==> src/rtl/core/fsms_pkg.sv <==
`timescale 1ns / 1ps
package fsms_pkg;

  localparam int unsigned QUERY_MAX   = 32;
  localparam int unsigned ENTRY_MAX   = 255;
  localparam int unsigned QUEUE_DEPTH = 4;

  localparam int unsigned QLEN_W  = 6;
  localparam int unsigned GAP_W   = 9;
  localparam int unsigned SCORE_W = 10;
  localparam int unsigned WORD_W  = 64;
  localparam int unsigned NUM_WORDS = 4;
  localparam int unsigned CFG_IDX_W = 3;

  localparam logic [4:0] FIRST_BONUS = 5'd16;
  localparam logic [4:0] WORD_BONUS  = 5'd8;
  localparam logic [4:0] DOT_BONUS   = 5'd4;

  localparam logic [7:0] CHR_UNDERSCORE = 8'h5f;
  localparam logic [7:0] CHR_DASH       = 8'h2d;
  localparam logic [7:0] CHR_SPACE      = 8'h20;
  localparam logic [7:0] CHR_DOT        = 8'h2e;
  localparam logic [7:0] CHR_UP_A       = 8'h41;
  localparam logic [7:0] CHR_UP_Z       = 8'h5a;
  localparam logic [7:0] CHR_LOW_A      = 8'h61;
  localparam logic [7:0] CHR_LOW_Z      = 8'h7a;
  localparam logic [7:0] CASE_OFFSET    = 8'h20;

  typedef enum logic [CFG_IDX_W-1:0] {
    REG_QUERY_LENGTH  = 3'd0,
    REG_QUERY_BYTES_0 = 3'd1,
    REG_QUERY_BYTES_1 = 3'd2,
    REG_QUERY_BYTES_2 = 3'd3,
    REG_QUERY_BYTES_3 = 3'd4
  } cfg_reg_t;

  // classified candidate byte as it travels from front to back
  typedef struct packed {
    logic [7:0] raw;
    logic [7:0] folded;
    logic       is_up;
    logic       is_low;
    logic       is_sep;
    logic       is_dot;
    logic       has;
    logic       last;
  } item_t;

  function automatic logic is_upper(input logic [7:0] c);
    return (c >= CHR_UP_A) && (c <= CHR_UP_Z);
  endfunction

  function automatic logic is_lower(input logic [7:0] c);
    return (c >= CHR_LOW_A) && (c <= CHR_LOW_Z);
  endfunction

  function automatic logic [7:0] fold_byte(input logic [7:0] c);
    return is_upper(c) ? c + CASE_OFFSET : c;
  endfunction

endpackage

==> src/rtl/core/fsms_intf.sv <==
`timescale 1ns / 1ps
interface fsms_in_if;
  logic       valid;
  logic       ready;
  logic [7:0] entry_byte;
  logic       carries_byte;
  logic       entry_end;
  modport source (output valid, entry_byte, carries_byte, entry_end, input ready);
  modport sink   (input valid, entry_byte, carries_byte, entry_end, output ready);
endinterface

interface fsms_out_if;
  logic                                valid;
  logic                                ready;
  logic signed [fsms_pkg::SCORE_W-1:0] match_score;
  logic                                query_consumed;
  modport source (output valid, match_score, query_consumed, input ready);
  modport sink   (input valid, match_score, query_consumed, output ready);
endinterface

interface fsms_cfg_if;
  logic                           valid;
  logic                           ready;
  logic [fsms_pkg::CFG_IDX_W-1:0] reg_index;
  logic [fsms_pkg::WORD_W-1:0]    write_data;
  modport source (output valid, reg_index, write_data, input ready);
  modport sink   (input valid, reg_index, write_data, output ready);
endinterface

==> src/rtl/core/fsms_front.sv <==
`timescale 1ns / 1ps
module fsms_front (
  fsms_in_if.sink         in_chan,
  input  logic            q_full,
  output logic            push,
  output fsms_pkg::item_t push_item
);

  logic [7:0] c;

  assign c             = in_chan.entry_byte;
  assign in_chan.ready = !q_full;
  assign push          = in_chan.valid && !q_full;

  always_comb begin
    push_item.raw    = c;
    push_item.folded = fsms_pkg::fold_byte(c);
    push_item.is_up  = fsms_pkg::is_upper(c);
    push_item.is_low = fsms_pkg::is_lower(c);
    push_item.is_sep = (c == fsms_pkg::CHR_UNDERSCORE) || (c == fsms_pkg::CHR_DASH) ||
                       (c == fsms_pkg::CHR_SPACE);
    push_item.is_dot = (c == fsms_pkg::CHR_DOT);
    push_item.has    = in_chan.carries_byte;
    push_item.last   = in_chan.entry_end;
  end

endmodule

==> src/rtl/core/fsms_queue.sv <==
`timescale 1ns / 1ps
module fsms_queue #(
  parameter int unsigned DEPTH = fsms_pkg::QUEUE_DEPTH
) (
  input  logic            clk,
  input  logic            rst_n,
  input  logic            push,
  input  fsms_pkg::item_t push_item,
  output logic            full,
  input  logic            pop,
  output logic            head_valid,
  output fsms_pkg::item_t head_item
);

  localparam int unsigned PTR_W = (DEPTH > 1) ? $clog2(DEPTH) : 1;
  localparam int unsigned CNT_W = $clog2(DEPTH + 1);
  localparam logic [PTR_W-1:0] LAST_PTR = PTR_W'(DEPTH - 1);

  fsms_pkg::item_t  mem_r [DEPTH];
  logic [PTR_W-1:0] wptr_r, wptr_nxt;
  logic [PTR_W-1:0] rptr_r, rptr_nxt;
  logic [CNT_W-1:0] count_r, count_nxt;

  assign full       = (count_r == CNT_W'(DEPTH));
  assign head_valid = (count_r != '0);
  assign head_item  = mem_r[rptr_r];

  always_comb begin
    wptr_nxt  = wptr_r;
    rptr_nxt  = rptr_r;
    count_nxt = count_r;
    if (push) begin
      wptr_nxt = (wptr_r == LAST_PTR) ? '0 : wptr_r + 1'b1;
    end
    if (pop) begin
      rptr_nxt = (rptr_r == LAST_PTR) ? '0 : rptr_r + 1'b1;
    end
    if (push && !pop) begin
      count_nxt = count_r + 1'b1;
    end else if (pop && !push) begin
      count_nxt = count_r - 1'b1;
    end
  end

  always_ff @(posedge clk) begin
    if (!rst_n) begin
      wptr_r  <= '0;
      rptr_r  <= '0;
      count_r <= '0;
    end else begin
      wptr_r  <= wptr_nxt;
      rptr_r  <= rptr_nxt;
      count_r <= count_nxt;
    end
  end

  always_ff @(posedge clk) begin
    if (push) begin
      mem_r[wptr_r] <= push_item;
    end
  end

endmodule

==> src/rtl/core/fsms_back.sv <==
`timescale 1ns / 1ps
module fsms_back (
  input  logic                                             clk,
  input  logic                                             rst_n,
  input  logic                                             head_valid,
  input  fsms_pkg::item_t                                  head_item,
  output logic                                             pop,
  input  logic [fsms_pkg::QLEN_W-1:0]                      eff_len,
  input  logic [fsms_pkg::NUM_WORDS*fsms_pkg::WORD_W-1:0]  query_bits,
  fsms_out_if.source                                       out_chan
);

  localparam int unsigned QLEN_W  = fsms_pkg::QLEN_W;
  localparam int unsigned GAP_W   = fsms_pkg::GAP_W;
  localparam int unsigned SCORE_W = fsms_pkg::SCORE_W;
  localparam logic [GAP_W-1:0] GAP_LIMIT = GAP_W'(fsms_pkg::ENTRY_MAX);

  logic [QLEN_W-1:0]  qpos_r, qpos_nxt;
  logic [1:0]         epos_r, epos_nxt;
  logic               prev_low_r, prev_low_nxt;
  logic               prev_sep_r, prev_sep_nxt;
  logic               prev_dot_r, prev_dot_nxt;
  logic               prev_match_r, prev_match_nxt;
  logic [SCORE_W-1:0] bonus_r, bonus_nxt;
  logic [GAP_W-1:0]   gap_r, gap_nxt;
  logic               out_valid_r;
  logic [SCORE_W-1:0] out_score_r;
  logic               out_consumed_r;

  logic [7:0]  q_byte;
  logic        active;
  logic        hit;
  logic [4:0]  add;
  logic [SCORE_W-1:0] final_score;
  logic        final_consumed;

  assign q_byte = query_bits[{qpos_r[4:0], 3'b000} +: 8];
  assign active = head_item.has && (qpos_r < eff_len);
  assign hit    = (fsms_pkg::fold_byte(q_byte) == head_item.folded);

  // a result may only leave the queue when the output register can take it
  assign pop = head_valid && (!head_item.last || !out_valid_r || out_chan.ready);

  always_comb begin
    add = 5'd1;
    if (q_byte == head_item.raw) begin
      add = add + 5'd1;
    end
    if ((epos_r == 2'd0) && (qpos_r == '0)) begin
      add = add + fsms_pkg::FIRST_BONUS;
    end else begin
      if ((head_item.is_up && prev_low_r) || prev_sep_r) begin
        add = add + fsms_pkg::WORD_BONUS;
      end
      // epos saturates at two, so equality means position two or later
      if ((epos_r == 2'd2) && prev_dot_r) begin
        add = add + fsms_pkg::DOT_BONUS;
      end
    end
    if (prev_match_r) begin
      add = add + 5'd1;
    end
  end

  always_comb begin
    qpos_nxt       = qpos_r;
    epos_nxt       = epos_r;
    prev_low_nxt   = prev_low_r;
    prev_sep_nxt   = prev_sep_r;
    prev_dot_nxt   = prev_dot_r;
    prev_match_nxt = prev_match_r;
    bonus_nxt      = bonus_r;
    gap_nxt        = gap_r;
    if (pop && active) begin
      if (hit) begin
        bonus_nxt      = bonus_r + SCORE_W'(add);
        qpos_nxt       = qpos_r + 1'b1;
        prev_match_nxt = 1'b1;
      end else begin
        if (gap_r < GAP_LIMIT) begin
          gap_nxt = gap_r + 1'b1;
        end
        prev_match_nxt = 1'b0;
      end
      prev_low_nxt = head_item.is_low;
      prev_sep_nxt = head_item.is_sep;
      prev_dot_nxt = head_item.is_dot;
      if (epos_r != 2'd2) begin
        epos_nxt = epos_r + 1'b1;
      end
    end
    final_score    = bonus_nxt - SCORE_W'(gap_nxt);
    final_consumed = (qpos_nxt >= eff_len);
    if (pop && head_item.last) begin
      qpos_nxt       = '0;
      epos_nxt       = '0;
      prev_low_nxt   = 1'b0;
      prev_sep_nxt   = 1'b0;
      prev_dot_nxt   = 1'b0;
      prev_match_nxt = 1'b0;
      bonus_nxt      = '0;
      gap_nxt        = '0;
    end
  end

  always_ff @(posedge clk) begin
    if (!rst_n) begin
      qpos_r       <= '0;
      epos_r       <= '0;
      prev_low_r   <= 1'b0;
      prev_sep_r   <= 1'b0;
      prev_dot_r   <= 1'b0;
      prev_match_r <= 1'b0;
      bonus_r      <= '0;
      gap_r        <= '0;
      out_valid_r  <= 1'b0;
    end else begin
      qpos_r       <= qpos_nxt;
      epos_r       <= epos_nxt;
      prev_low_r   <= prev_low_nxt;
      prev_sep_r   <= prev_sep_nxt;
      prev_dot_r   <= prev_dot_nxt;
      prev_match_r <= prev_match_nxt;
      bonus_r      <= bonus_nxt;
      gap_r        <= gap_nxt;
      if (pop && head_item.last) begin
        out_valid_r <= 1'b1;
      end else if (out_chan.ready) begin
        out_valid_r <= 1'b0;
      end
    end
  end

  always_ff @(posedge clk) begin
    if (pop && head_item.last) begin
      out_score_r    <= final_score;
      out_consumed_r <= final_consumed;
    end
  end

  assign out_chan.valid          = out_valid_r;
  assign out_chan.match_score    = $signed(out_score_r);
  assign out_chan.query_consumed = out_consumed_r;

endmodule

==> src/rtl/core/fuzzy_subsequence_match_scorer_core.sv <==
`timescale 1ns / 1ps
// a candidate's final item goes through the item queue, then is scored into the output
// register, which raises out valid; it waits in the queue while an older result is held
// throughput: one item per cycle, set by the scoring update in the back end
// the input side keeps taking items while a result waits, until the item queue is full
// reset (synchronous, rst_n low) empties the queue, clears scoring state and output valid,
// and returns the query registers to zero
module fuzzy_subsequence_match_scorer_core #(
  parameter int unsigned QUEUE_DEPTH = fsms_pkg::QUEUE_DEPTH
) (
  input  logic        clk,
  input  logic        rst_n,
  fsms_in_if.sink     in_chan,
  fsms_out_if.source  out_chan,
  fsms_cfg_if.sink    cfg_chan
);

  localparam int unsigned QLEN_W = fsms_pkg::QLEN_W;
  localparam int unsigned WORD_W = fsms_pkg::WORD_W;

  logic [QLEN_W-1:0]                        qlen_r;
  logic [fsms_pkg::NUM_WORDS-1:0][WORD_W-1:0] qword_r;
  logic [QLEN_W-1:0]                        eff_len;

  logic            push;
  fsms_pkg::item_t push_item;
  logic            q_full;
  logic            pop;
  logic            head_valid;
  fsms_pkg::item_t head_item;

  assign cfg_chan.ready = 1'b1;
  assign eff_len = (qlen_r > QLEN_W'(fsms_pkg::QUERY_MAX)) ?
                   QLEN_W'(fsms_pkg::QUERY_MAX) : qlen_r;

  always_ff @(posedge clk) begin
    if (!rst_n) begin
      qlen_r  <= '0;
      qword_r <= '0;
    end else if (cfg_chan.valid) begin
      unique case (fsms_pkg::cfg_reg_t'(cfg_chan.reg_index))
        fsms_pkg::REG_QUERY_LENGTH:  qlen_r     <= cfg_chan.write_data[QLEN_W-1:0];
        fsms_pkg::REG_QUERY_BYTES_0: qword_r[0] <= cfg_chan.write_data;
        fsms_pkg::REG_QUERY_BYTES_1: qword_r[1] <= cfg_chan.write_data;
        fsms_pkg::REG_QUERY_BYTES_2: qword_r[2] <= cfg_chan.write_data;
        fsms_pkg::REG_QUERY_BYTES_3: qword_r[3] <= cfg_chan.write_data;
        default: begin
          // writes to unused indexes are dropped
        end
      endcase
    end
  end

  fsms_front u_front (
    .in_chan   (in_chan),
    .q_full    (q_full),
    .push      (push),
    .push_item (push_item)
  );

  fsms_queue #(
    .DEPTH (QUEUE_DEPTH)
  ) u_queue (
    .clk        (clk),
    .rst_n      (rst_n),
    .push       (push),
    .push_item  (push_item),
    .full       (q_full),
    .pop        (pop),
    .head_valid (head_valid),
    .head_item  (head_item)
  );

  fsms_back u_back (
    .clk        (clk),
    .rst_n      (rst_n),
    .head_valid (head_valid),
    .head_item  (head_item),
    .pop        (pop),
    .eff_len    (eff_len),
    .query_bits (qword_r),
    .out_chan   (out_chan)
  );

endmodule

==> src/flat_wrapper.sv <==
// flat-port wrapper written by rule: the top's interface ports become plain ports
module fuzzy_subsequence_match_scorer_core_flat 
#(
  parameter int unsigned QUEUE_DEPTH = fsms_pkg::QUEUE_DEPTH
)
  (clk, rst_n, in_chan_valid, in_chan_entry_byte, in_chan_carries_byte, in_chan_entry_end, in_chan_ready, out_chan_valid, out_chan_match_score, out_chan_query_consumed, out_chan_ready, cfg_chan_valid, cfg_chan_reg_index, cfg_chan_write_data, cfg_chan_ready);
  fsms_in_if in_chan_i ();
  fsms_out_if out_chan_i ();
  fsms_cfg_if cfg_chan_i ();
  input  logic clk;
  input  logic rst_n;
  input wire logic [$bits(in_chan_i.valid)-1:0] in_chan_valid;
  input wire logic [$bits(in_chan_i.entry_byte)-1:0] in_chan_entry_byte;
  input wire logic [$bits(in_chan_i.carries_byte)-1:0] in_chan_carries_byte;
  input wire logic [$bits(in_chan_i.entry_end)-1:0] in_chan_entry_end;
  output wire logic [$bits(in_chan_i.ready)-1:0] in_chan_ready;
  output wire logic [$bits(out_chan_i.valid)-1:0] out_chan_valid;
  output wire logic [$bits(out_chan_i.match_score)-1:0] out_chan_match_score;
  output wire logic [$bits(out_chan_i.query_consumed)-1:0] out_chan_query_consumed;
  input wire logic [$bits(out_chan_i.ready)-1:0] out_chan_ready;
  input wire logic [$bits(cfg_chan_i.valid)-1:0] cfg_chan_valid;
  input wire logic [$bits(cfg_chan_i.reg_index)-1:0] cfg_chan_reg_index;
  input wire logic [$bits(cfg_chan_i.write_data)-1:0] cfg_chan_write_data;
  output wire logic [$bits(cfg_chan_i.ready)-1:0] cfg_chan_ready;
  assign in_chan_i.valid = in_chan_valid;
  assign in_chan_i.entry_byte = in_chan_entry_byte;
  assign in_chan_i.carries_byte = in_chan_carries_byte;
  assign in_chan_i.entry_end = in_chan_entry_end;
  assign in_chan_ready = in_chan_i.ready;
  assign out_chan_valid = out_chan_i.valid;
  assign out_chan_match_score = out_chan_i.match_score;
  assign out_chan_query_consumed = out_chan_i.query_consumed;
  assign out_chan_i.ready = out_chan_ready;
  assign cfg_chan_i.valid = cfg_chan_valid;
  assign cfg_chan_i.reg_index = cfg_chan_reg_index;
  assign cfg_chan_i.write_data = cfg_chan_write_data;
  assign cfg_chan_ready = cfg_chan_i.ready;
  fuzzy_subsequence_match_scorer_core #(.QUEUE_DEPTH(QUEUE_DEPTH)) u_core (.clk(clk), .rst_n(rst_n), .in_chan(in_chan_i), .out_chan(out_chan_i), .cfg_chan(cfg_chan_i));
endmodule
==> config.mk <==
export PLATFORM = sky130hd
export DESIGN_NAME = fuzzy_subsequence_match_scorer_core_flat
export DESIGN_NICKNAME = d
export VERILOG_FILES = /design/src/rtl/core/fsms_pkg.sv /design/src/rtl/core/fsms_intf.sv /design/src/rtl/core/fsms_front.sv /design/src/rtl/core/fsms_queue.sv /design/src/rtl/core/fsms_back.sv /design/src/rtl/core/fuzzy_subsequence_match_scorer_core.sv /design/src/flat_wrapper.sv
export SDC_FILE = /design/constraint.sdc
export NUM_CORES = 1
export LEC_CHECK = 0
export ABC_AREA = 1
export BUFFER_PORTS_ARGS = -buffer_cell sky130_fd_sc_hd__buf_2
export CORE_MARGIN = 2
export CORE_UTILIZATION = 40
export DETAILED_ROUTE_END_ITERATION = 16
export GPL_TIMING_DRIVEN = 0
export HOLD_SLACK_MARGIN = 0.02
export PLACE_DENSITY_LB_ADDON = 0.3
export SYNTH_ARGS = -nofsm -noshare
export SYNTH_HDL_FRONTEND = slang
export SYNTH_SLANG_ARGS = --single-unit
==> constraint.sdc <==
create_clock -name clk -period 6.4 [get_ports clk]
set_input_delay 0.96 -clock clk [delete_from_list [all_inputs] [get_ports clk]]
set_output_delay 0.96 -clock clk [all_outputs]
set_load 0.02 [all_outputs]
==> Word-level counts from Yosys, hierarchy flattened <==
Memory sizes are Yosys's and may differ from the RTL's. A register that Yosys moved wholly into a read port is not among the register bits.
Cells that the tools add are included.
{ "word_totals": {"regBits": 312, "latch_bits": 0, "ramBits": 88, "rom_bits": 0, "input_bits": 82, "out_inout_bits": 14, "word_cells": 125, "memories": 1} }
{ "classes": {"add_sub_neg": 15, "mul": 0, "div": 0, "order_cmp": 10, "eq_ne": 15, "shifts": 1, "muxes": 27, "bitwise": 1, "n_reduce_logical": 36} }
{ "mem_list": {"columns": ["memory", "words", "word_bits", "read_ports", "rd_ports_with_merged_regs", "write_ports", "line_no", "rtl"], "rows": [
  ["u_core.u_queue.mem_r", 4, 22, 1, 1, 1, "fsms_queue.sv:19", "fsms_pkg::item_t mem_r [DEPTH];"]
]} }
{ "ops": {"columns": ["operator", "n"], "rows": [
  ["$shiftx A256 B9 Y8", 1],
  ["$mux W9", 3],
  ["$mux W5", 5],
  ["$eq A8 B6 Y1 const B", 3],
  ["$ge A8 B7 Y1 const B", 3],
  ["$le A8 B7 Y1 const B", 3],
  ["$mux W10", 2],
  ["$mux W6", 3],
  ["$add A8 B6 Y8 const B", 2],
  ["$eq A8 B8 Y1", 2],
  ["$mux W8", 2],
  ["$logic_and A1 B1 Y1", 13],
  ["$reduce_and A2 Y1", 6],
  ["$add A10 B5 Y10", 1],
  ["$mux W2", 5],
  ["$sub A10 B9 Y10", 1],
  ["$add A9 B1 Y9 const B", 1],
  ["$lt A9 B8 Y1 const B", 1],
  ["$eq A8 B7 Y1 const B", 1],
  ["$add A2 B1 Y2 const B", 3],
  ["$add A6 B1 Y6 const B", 1],
  ["$eq A2 B2 Y1 const B", 3],
  ["$eq A3 B2 Y1 const B", 2],
  ["$eq A3 B3 Y1 const B", 2],
  ["other kinds (22)", 36]
]} }

==> Depth between registers and ports, before layout <==
Gate-level depths: netlist (run 1).
{ "depth": {"depth_word": 15, "mapped_depth": 39, "ltp_nobuf": 38} }

==> Cells and area by module <==
Synthesis (run 1) repeated with hierarchy kept, for this count alone.
{ "hier_totals": {"cells_unflattened": 2969, "hier_area_um2": 20846.2} }
{ "by_module_without_submodules": {"columns": ["mod", "n_inst", "cells_each", "area_per_inst_um2", "seq_area_each_um2"], "rows": [
  ["fuzzy_subsequence_match_scorer_core", 1, 1514, 10572.6, 5245.0],
  ["fsms_back", 1, 1116, 6164.7, 970.9],
  ["fsms_queue", 1, 273, 3754.9, 2822.7],
  ["fsms_front", 1, 66, 354.1, 0.0]
]} }

==> Worst setup path after synthesis (run 1) <==
No wires, ideal clock.
{ "synth_timing": {"path_type": "reg-to-reg", "startpoint": "register u_core.u_back.qpos_r[1]", "endpoint": "register u_core.u_back.out_score_r[9], in the netlist u_core.u_back.out_chan.match_score[9], data pin", "setup_ps": 253, "arrival_ps": 4472, "required_ps": 6147, "slack_ps": 1675, "stages_incl_launch_ff": 36, "n_path_buf": 2, "period_less_slack_ps": 4725, "cell_sequence": "dfxtp_1 -> inv_1 -> buf_2 -> buf_2 -> o211ai_1 -> nand3_1 -> nand3_1 -> nand2_1 -> nand2_1 -> xnor2_1 -> nand3b_1 -> nor2_2 -> nand4_1 -> ha_1 -> inv_1 -> ha_1 -> inv_1 -> fa_1 -> xnor2_1 -> o21ai_0 -> inv_1 -> ha_1 -> a21oi_1 -> nand2_1 -> a21oi_1 -> inv_1 -> a21oi_1 -> nor2_1 -> nor2_1 -> nor2_1 -> nor2_1 -> o21ai_0 -> a21oi_1 -> inv_1 -> nand3_1 -> nand2_1"} }
{ "synth_between": {"elab_chain_cells": 15, "word_cells_on_any_way": 29, "cone_classes": "add/sub: 7; order compare: 3; eq/ne: 2; shift: 1; mux: 11; reduce/logical: 5"} }
{ "synth_lines": {"columns": ["element", "line_no", "rtl"], "rows": [
  ["from (decl)", "fsms_back.sv:18", "logic [QLEN_W-1:0] qpos_r, qpos_nxt;"],
  ["from (signal assigned)", "fsms_back.sv:118", "qpos_r <= qpos_nxt;"],
  ["$shiftx A256 B9 Y8", "fsms_back.sv:37", "assign q_byte = query_bits[{qpos_r[4:0], 3'b000} +: 8];"],
  ["$eq A8 B8 Y1", "fsms_back.sv:46", "if (q_byte == head_item.raw) begin"],
  ["$mux W2", "fsms_back.sv:46", null],
  ["$add A5 B4 Y5", "fsms_back.sv:53", "add = add + fsms_pkg::WORD_BONUS;"],
  ["$mux W5", "fsms_back.sv:52", "if ((head_item.is_up && prev_low_r) || prev_sep_r) begin"],
  ["$mux W5", "fsms_back.sv:49", "if ((epos_r == 2'd0) && (qpos_r == '0)) begin"],
  ["$add A5 B3 Y5", "fsms_back.sv:57", "add = add + fsms_pkg::DOT_BONUS;"],
  ["$mux W5", "fsms_back.sv:56", "if ((epos_r == 2'd2) && prev_dot_r) begin"],
  ["$mux W5", "fsms_back.sv:49", null],
  ["$add A5 B1 Y5", "fsms_back.sv:61", "add = add + 5'd1;"],
  ["$mux W5", "fsms_back.sv:60", "if (prev_match_r) begin"],
  ["$add A10 B5 Y10", "fsms_back.sv:76", "bonus_nxt = bonus_r + SCORE_W'(add);"],
  ["$mux W10", "fsms_back.sv:75", "if (hit) begin"],
  ["$mux W10", "fsms_back.sv:74", "if (pop && active) begin"],
  ["$sub A10 B9 Y10 (*)", "fsms_back.sv:92", "final_score = bonus_nxt - SCORE_W'(gap_nxt);"],
  ["named net u_core.u_back.final_score[9]", "fsms_back.sv:34", "logic [SCORE_W-1:0] final_score;"],
  ["to (signal assigned)", "fsms_back.sv:136", "out_score_r <= final_score;"],
  ["to (decl)", "fsms_back.sv:27", "logic [SCORE_W-1:0] out_score_r;"]
]} }
The timed path passes the listed nets; every way through them passes the cells marked *. The select of a mux whose other input is x is not followed.
A chain may end at the register's enable or synchronous reset.

==> Worst setup path in the final report (run 1) <==
{ "layout_timing": {"startpoint": "register u_core.u_back.qpos_r[4]", "endpoint": "register u_core.u_back.out_score_r[9], in the netlist u_core.u_back.out_chan.match_score[9], data pin"} }
The elaborated chain is that of the path after synthesis.

==> results by group, run 1 <==
Floorplanning
  • Boundary Pins: 96
  • Die Area: ~47000 um^2
  • Core Footprint: roughly 45000 um^2
  • Chip Height: between 200 and 250 um
  • Initial core utilization: approximately two fifths
  • Row count: 77
  • Die W: between 200 and 250 um

Synth
  • Mean post-synth cell area: ~7.4 um^2
  • Mapped Cells: approximately 2500
  • Post-Synthesis Cell Area: 18100 um^2
  • Post-synth ARST share: 0%
  • Sequential area share after synthesis: a little under half
  • Ys flop type: dfxtp_1
  • EDFF count, synth: between 70 and 80
  • Net count after synthesis: 2575
  • Top cells by area, synth: dfxtp_1 (33%), edfxtp_1 (13%), o21ai_0 (9.5%)
  • Cell variety after synth: just under 50
  • Area leader, netlist: dfxtp_1
  • Synth top area share: 33.5%
  • Warning count from the yosys run: 0
  • Yosys reg bits: approximately 380

Placement
  • Placed cells: approximately 3100
  • Port Buf Inserts: 93
  • Detailed Place HPWL: around 51000 um
  • Dpl ws: 0.118 ns
  • GPL Wtd Cong: between 1 and 1.5
  • Placed cell area: between 15000 and 20000 um^2

Timing
  • Setup_tns: 0 ns
  • Final setup fails: 0
  • Slew margin rel.: 22.1%
  • FMAX: approximately 0.17 GHz
  • Final period util: roughly 90%
  • Worst hold margin: around 0.45 ns
  • Fin crit period: approximately 5.9 ns
  • Final Hold Viols: 0
  • Final worst slack: between 0.4 and 0.5 ns
  • Final Skew: ~0.015 ns
  • Max-slew violation total from the final report: 0
  • Worst-margin pin slew: about 1.2 ns

Clock network
  • CTS buffer count: 43
  • Post-CTS Setup Bufs: 0
  • Clk_lat worst skew: between 0.5 and 0.6 ns
  • Hold-fix buffers at CTS: 0
  • CTS tree: done
  • CTS max path bufs: 3
  • Reg clk slew, reported paths: approximately 0.060 ns
  • Clock root buffer: clkbuf_16
  • H-tree levels: 2
  • CTS sink count: between 300 and 400
  • Post-CTS sizing: 0

Global route
  • Number of global-route vias before repair: approximately 17000
  • First-pass GRT wire length: 105000 um
  • Gr usage total: ~30%
  • Largest net degree at the start of global routing: 15
  • Total global routing overflow: 0
  • Initial antenna violation count: 2

Flow run
  • Max_cap viols: 0

Layout
  • Commonest cells after routing, fill and taps aside: nor2_1 (398), nand2_1 (361), o21ai_0 (340), dfxtp_1 (302), inv_1 (280)
  • Nets: approximately 2700
  • Non-filler cells, final: between 3000 and 4000
  • Final instance area: about 21000 um^2
  • Commonest non-fill, non-tap cell in the layout: nor2_1
  • Layout cells sized above 1: a little under a tenth
  • Fin util: between 40 and 50%
  • # fillers: roughly 4500
  • Area growth from synthesis to layout: 15.3%

Detailed routing
  • DRT antenna net count: 0
  • Routed wire length: 70900 um
  • Drt via density: 5.50
  • Iteration-0 DRC Markers: 2027
  • Drt drc: 0
  • WL per Instance: roughly 22 um
  • Vias: approximately 18000
  • Iteration count of the initial detailed-routing pass: 5

Critical path
  • R2R setup slack: approximately 0.49 ns
  • Crit Path Max Fanout: 10
  • Data arrival, critical path: 6.23 ns
  • Top cell by count, worst path: inv_1
  • Crit-path slowest cell: clkbuf_1
  • Worst EP required: approximately 6.7 ns
  • Largest stage delay, worst path: 0.67 ns
  • Endpoint class of the critical path: register
  • Startpoint types: register
  • Crit Path Class: reg2reg

Pwr
  • Power Dens Cells: ~320 nW/um^2
  • Final Power: between 6 and 7 mW
  • Static Leak: roughly 8.6 nW
  • VDD IR-drop max: 200 uV

Min path
  • Min-Delay Path Class: reg2reg

Status
  • Status: finished clean
==> registers in the layout, indices dropped and copies added (netlist names), named ones only <==
signal and flops:
u_core.qword_r 256, u_core.u_queue.mem_r 68, u_core.u_back.bonus_r 10, u_core.u_back.out_chan.match_score 10
u_core.u_back.gap_r 9, u_core.qlen_r 6, u_core.u_back.qpos_r 6, u_core.u_queue.count_r 3
u_core.u_back.epos_r 2, u_core.u_queue.rptr_r 2, u_core.u_queue.wptr_r 2, u_core.u_back.out_chan.query_consumed 1
u_core.u_back.out_chan.valid 1, u_core.u_back.prev_dot_r 1, u_core.u_back.prev_low_r 1, u_core.u_back.prev_match_r 1
u_core.u_back.prev_sep_r 1
==> synthesized netlist by cell type (2+ instances only) <==
| cell | n |
|---|---|
| o21ai_0 | 343 |
| edfxtp_1 | 79 |
| o22ai_1 | 13 |
| fa_1 | 3 |
| ha_1 | 39 |
| nor4_1 | 3 |
| o21ai_1 | 20 |
| buf_6 | 11 |
| xnor2_1 | 5 |
| a211oi_1 | 5 |
| inv_2 | 2 |
| xor2_1 | 16 |
| nand3_1 | 125 |
| nor2_1 | 402 |
| buf_4 | 13 |
| clkbuf_1 | 100 |
| o21a_1 | 3 |
| nand4_1 | 12 |
| or2_2 | 2 |
| nor2_2 | 3 |
| inv_1 | 280 |
| a32o_1 | 4 |
| dfxtp_1 | 303 |
| nand3b_1 | 3 |
| nand2_1 | 362 |
| nand2_2 | 6 |
| o211ai_1 | 18 |
| nor3_1 | 8 |
| nand3_2 | 2 |
| a21oi_2 | 5 |
| buf_1 | 5 |
| a21oi_1 | 218 |
| buf_2 | 22 |
==> cell families after synthesis <==
family,share of synthesized area [%]
flops,46.6
xor+xnor,1.02
fa+ha+maj,3.02
compound gates,18.4
buf+inv,9.88
other cells,0.0207
simple gates,21.0
==> layer usage <==
layer | wire length (um) | GRT usage [%] | share of wire [%] | up-vias
li1 | - | - | - | 8277
met1 | 30000 | 41.2 | 42 | 8330
met2 | 29300 | 44.3 | 41 | 898
met3 | 7990 | 7.20 | 11 | 209
met4 | 3610 | 14.5 | 5.1 | 2
met5 | 7 | 0 | 0.0099 | -
==> worst max-delay path: cells and delay by family, from the launching register on <==
family | cells | cell delay (ns)
buffers and inverters | 8 | 1.27
adder cells (fa/ha/maj) | 4 | 1.19
AO/OA/AOI/OAI | 6 | 1.01
AND/OR/NAND/NOR | 13 | 1.47
XOR/XNOR | 2 | 0.28
flip-flops | 1 | 0.42
==> report_power, final <==
group	switching [mW]	internal, mW
Clock	1.03	1.55
Combinational	0.895	0.389
Sequential	0.0629	2.66
==> area by class of cell <==
class	count	area, um^2	area share [%]
clock inverter	15	176	0.844
buffer	151	756	3.62
clock buffer	62	1280	6.13
tap	592	741	3.55
inverter	283	1060	5.10
sequential	382	8440	40.4
timing repair buffer	97	526	2.52
antenna	2	5.00	0.0240
multi-input combinational	1635	7910	37.8
==> final timing paths <==
kind | from | to | cells after the start
worst min register to register | u_core.qword_r[158]$_SDFFE_PN0P_ | u_core.qword_r[158]$_SDFFE_PN0P_ | 2
worst max register to register | u_core.u_back.qpos_r[4]$_SDFF_PP0_ | u_core.u_back.out_chan.match_score[9]$_DFFE_PP_ | 33
worst max-delay path | u_core.u_back.qpos_r[4]$_SDFF_PP0_ | u_core.u_back.out_chan.match_score[9]$_DFFE_PP_ | 33
worst min-delay path | u_core.qword_r[158]$_SDFFE_PN0P_ | u_core.qword_r[158]$_SDFFE_PN0P_ | 2
No activity file was read; power rests on OpenSTA's default activity.
==> run 2: changes to the inputs <==
==> constraint.sdc (replaced) <==
create_clock -name clk -period 6.4 [get_ports clk]
set_input_delay 0.32 -clock clk [delete_from_list [all_inputs] [get_ports clk]]
set_output_delay 0.32 -clock clk [all_outputs]
set_load 0.02 [all_outputs]
==> run 2 against run 1 <==
Compared with the run above: clock power is essentially flat; design area rose by 0.16%; utilization up 0.073 points; cell count is 0.12% higher; first-iteration DRC count fell by 4.2%; register-to-register slack lost 0.02 ns; sequential share of layout area shrank 0.063 points; sequential power is essentially flat; fmax shrank 0.29%; worst setup slack got worse by 0.017 ns; power barely moved; flip-flop and latch count is the same.
==> results by group, run 2 (synthesis results as in run 1) <==
Critical path
  • Crit Path Class: reg2reg
  • Crit Path Max Fanout: 10 (unchanged)
  • Startpoint types: register
  • CP startpoint: u_core.u_back.qpos_r[4]$_SDFF_PP0_
  • Reg2reg path depth: 33 (unchanged)
  • R2R setup slack: 0.47 ns (-0.02 ns)
  • Crit-path slowest cell: clkbuf_1
  • Data arrival, critical path: 6.24 ns (about the same)
  • Largest stage delay, worst path: 0.69 ns (+0.02 ns)
  • Worst EP required: 6.72 ns (about the same)
  • Top cell by count, worst path: inv_1
  • Endpoint class of the critical path: register
  • R2R Path End: u_core.u_back.out_chan.match_score[9]$_DFFE_PP_
  • R2R Path Start: u_core.u_back.qpos_r[4]$_SDFF_PP0_

Min path
  • Hold Crit Start: cfg_chan_write_data[45]
  • Hold-critical path depth: 3 (+1)
  • Worst Hold End: u_core.qword_r[45]$_SDFFE_PN0P_
  • Min-Delay Path Class: in2reg

Pwr
  • VDD IR-drop max: 197 uV (-1.7%)
  • Final Power: 6.59 mW (about the same)
  • Switching Power: 1.99 mW (-0.10%)
  • Comb power frac: 19.5% (about the same)
  • Clock share of power: 39.1% (about the same)
  • Static Leak: 8.66 nW (+0.15%)
  • Internal Power: 4.60 mW (about the same)
  • Share of power burned in registers: 41.4% (about the same)
  • Net Sw Frac: 30.2% (about the same)
  • Power Dens Cells: 315 nW/um^2 (-0.17%)

Floorplanning
  • Die Area: 47000 um^2 (unchanged)
  • Boundary Pins: 96 (unchanged)
  • Die W: 217 um (unchanged)
  • Initial core utilization: 40.7% (unchanged)
  • Core Footprint: 44500 um^2 (unchanged)
  • Chip Height: 217 um (unchanged)
  • Row count: 77 (unchanged)

Layout
  • Largest register FFs: 256 (unchanged)
  • Nets: 2720 (+0.11%)
  • Area growth from synthesis to layout: 15.5%
  • Top flop regs: u_core.qword_r (256), u_core.u_queue.mem_r (68)
  • Layout cells sized above 1: 9.47% (-0.011 points)
  • Commonest cells after routing, fill and taps aside: nor2_1 (398), nand2_1 (361), o21ai_0 (340), dfxtp_1 (302), inv_1 (280)
  • Area occupied by multi-input gates: 7910 um^2 (unchanged)
  • # fillers: 4481 (-0.045%)
  • Biggest register: u_core.qword_r
  • Fin util: 47.0% (+0.073 points)
  • Commonest non-fill, non-tap cell in the layout: nor2_1
  • Register area: 8440 um^2 (unchanged)
  • Non-filler cells, final: 3223 (+0.12%)

Timing
  • Final Hold Viols: 0 (unchanged)
  • Final period util: 92.6% (+0.27 points)
  • Final worst slack: 0.473 ns (-0.0170 ns)
  • FMAX: 0.169 GHz (-0.29%)
  • Max-slew violation total from the final report: 0 (unchanged)
  • Fin crit period: 5.93 ns (+0.0170 ns)
  • Final Skew: 0.0165 ns (+0.00187 ns)
  • Worst-margin pin slew: 1.19 ns (+0.0191 ns)
  • Setup_tns: 0 ns (unchanged)
  • Final setup fails: 0 (unchanged)
  • Slew margin rel.: 20.9% (-1.3 points)

Global route
  • Total global routing overflow: 0 (unchanged)
  • Initial antenna violation count: 2 (unchanged)
  • Gr usage total: 30.0% (about the same)
  • First-pass GRT wire length: 105000 um (about the same)
  • Number of global-route vias before repair: 16800 (+0.089%)
  • Largest net degree at the start of global routing: 15 (unchanged)

Detailed routing
  • Iteration-0 DRC Markers: 1942 (-4.2%)
  • WL per Instance: 22.0 um (about the same)
  • Vias: 17800 (+0.42%)
  • DRT antenna net count: 0 (unchanged)
  • Routed wire length: 71000 um (+0.20%)
  • Iteration count of the initial detailed-routing pass: 5 (unchanged)
  • Drt drc: 0 (unchanged)
  • Drt via density: 5.52 (+0.30%)

Placement
  • Detailed Place HPWL: 50900 um (unchanged)
  • Dpl ws: 0.118 ns (unchanged)
  • Placed cells: 3140 (unchanged)
  • Port Buf Inserts: 93 (unchanged)
  • GPL Wtd Cong: 1.01 (unchanged)

Clock network
  • CTS sink count: 382 (unchanged)
  • CTS buffer count: 43 (unchanged)
  • Reg clk slew, reported paths: 0.06 ns (about the same)
  • CTS tree: done
  • Clk_lat worst skew: 0.57 ns (about the same)
  • CTS max path bufs: 3 (unchanged)
  • H-tree levels: 2 (unchanged)
  • Clock root buffer: clkbuf_16

Flow run
  • Max_cap viols: 0 (unchanged)

Status
  • Status: finished clean
==> run 2: cell types whose count changed in the layout (fill, tap and decap cells not counted) <==
cell           change
diode_2            +1
dlygate4sd3_1      +3
==> run 2: layer usage <==
metal / global-route usage, % / part of all wire [%]
met5: 0 / 0.0099
met4: 14.5 / 5.0
met3: 7.18 / 11
met2: 44.3 / 41
met1: 41.2 / 43
==> run 2: critical path, delay by kind of cell (launching register included) <==
family          cells  cell delay, ns
fa+ha+maj           4            1.19
xor+xnor            2            0.28
compound gates      6            1.01
simple gates       13            1.47
buf+inv             8            1.30
flops               1            0.42
==> run 2: power by group through the flow <==
stage | logic, mW | clock network (mW) | registers [mW]
2_1_floorplan | 0.791 | 0 | 2.81
3_3_place_gp | 1.23 | 0 | 2.77
3_5_place_dp | 1.28 | 0 | 2.78
4_1_cts | 1.28 | 2.59 | 2.72
5_1_grt | 1.44 | 2.69 | 2.74
6_report | 1.28 | 2.58 | 2.73
==> run 2: worst max-delay path by stage <==
| stage | to | slack [ns] | cells past startpoint |
|---|---|---|---|
| after floorplan | u_core.u_back.out_chan.match_score[9]$_DFFE_PP_ | 1.68 | 35 |
| after global placement | u_core.u_back.out_chan.match_score[9]$_DFFE_PP_ | 0.14 | 35 |
| after detailed placement | u_core.u_back.out_chan.match_score[9]$_DFFE_PP_ | 0.12 | 35 |
| after CTS | u_core.u_back.out_chan.match_score[9]$_DFFE_PP_ | 0.08 | 35 |
| after global routing | u_core.u_back.out_chan.match_score[9]$_DFFE_PP_ | -0.01 | 36 |
| final | u_core.u_back.out_chan.match_score[9]$_DFFE_PP_ | 0.47 | 33 |
==> run 2: cell type report <==
type                            count  share of cell area (%)
Antenna cell                        3                  0.0359
Buffer                            151                    3.61
Clock buffer                       62                    6.12
Clock inverter                     15                   0.843
Inverter                          283                    5.09
Multi-Input combinational cell   1635                    37.8
Sequential cell                   382                    40.3
Tap cell                          592                    3.54
Timing Repair Buffer              100                    2.65
==> run 2: metrics by stage <==
step	hold WS [ns]	area (um^2)
finish	0.0455	20900
global route	0.0407	20900
CTS	0.0220	20900
detailed placement	0.438	19400
global placement	0.434	19300
floorplan	0.419	18100
==> run 2: what timing repair did <==
action | CTS | global route
hold buffers | 3 | 0
buffers inserted | 0 | 0
gates resized for setup | 0 | 31
hold endpoints to repair | 9 | 0
endpoints found under the setup margin | 0 | 1
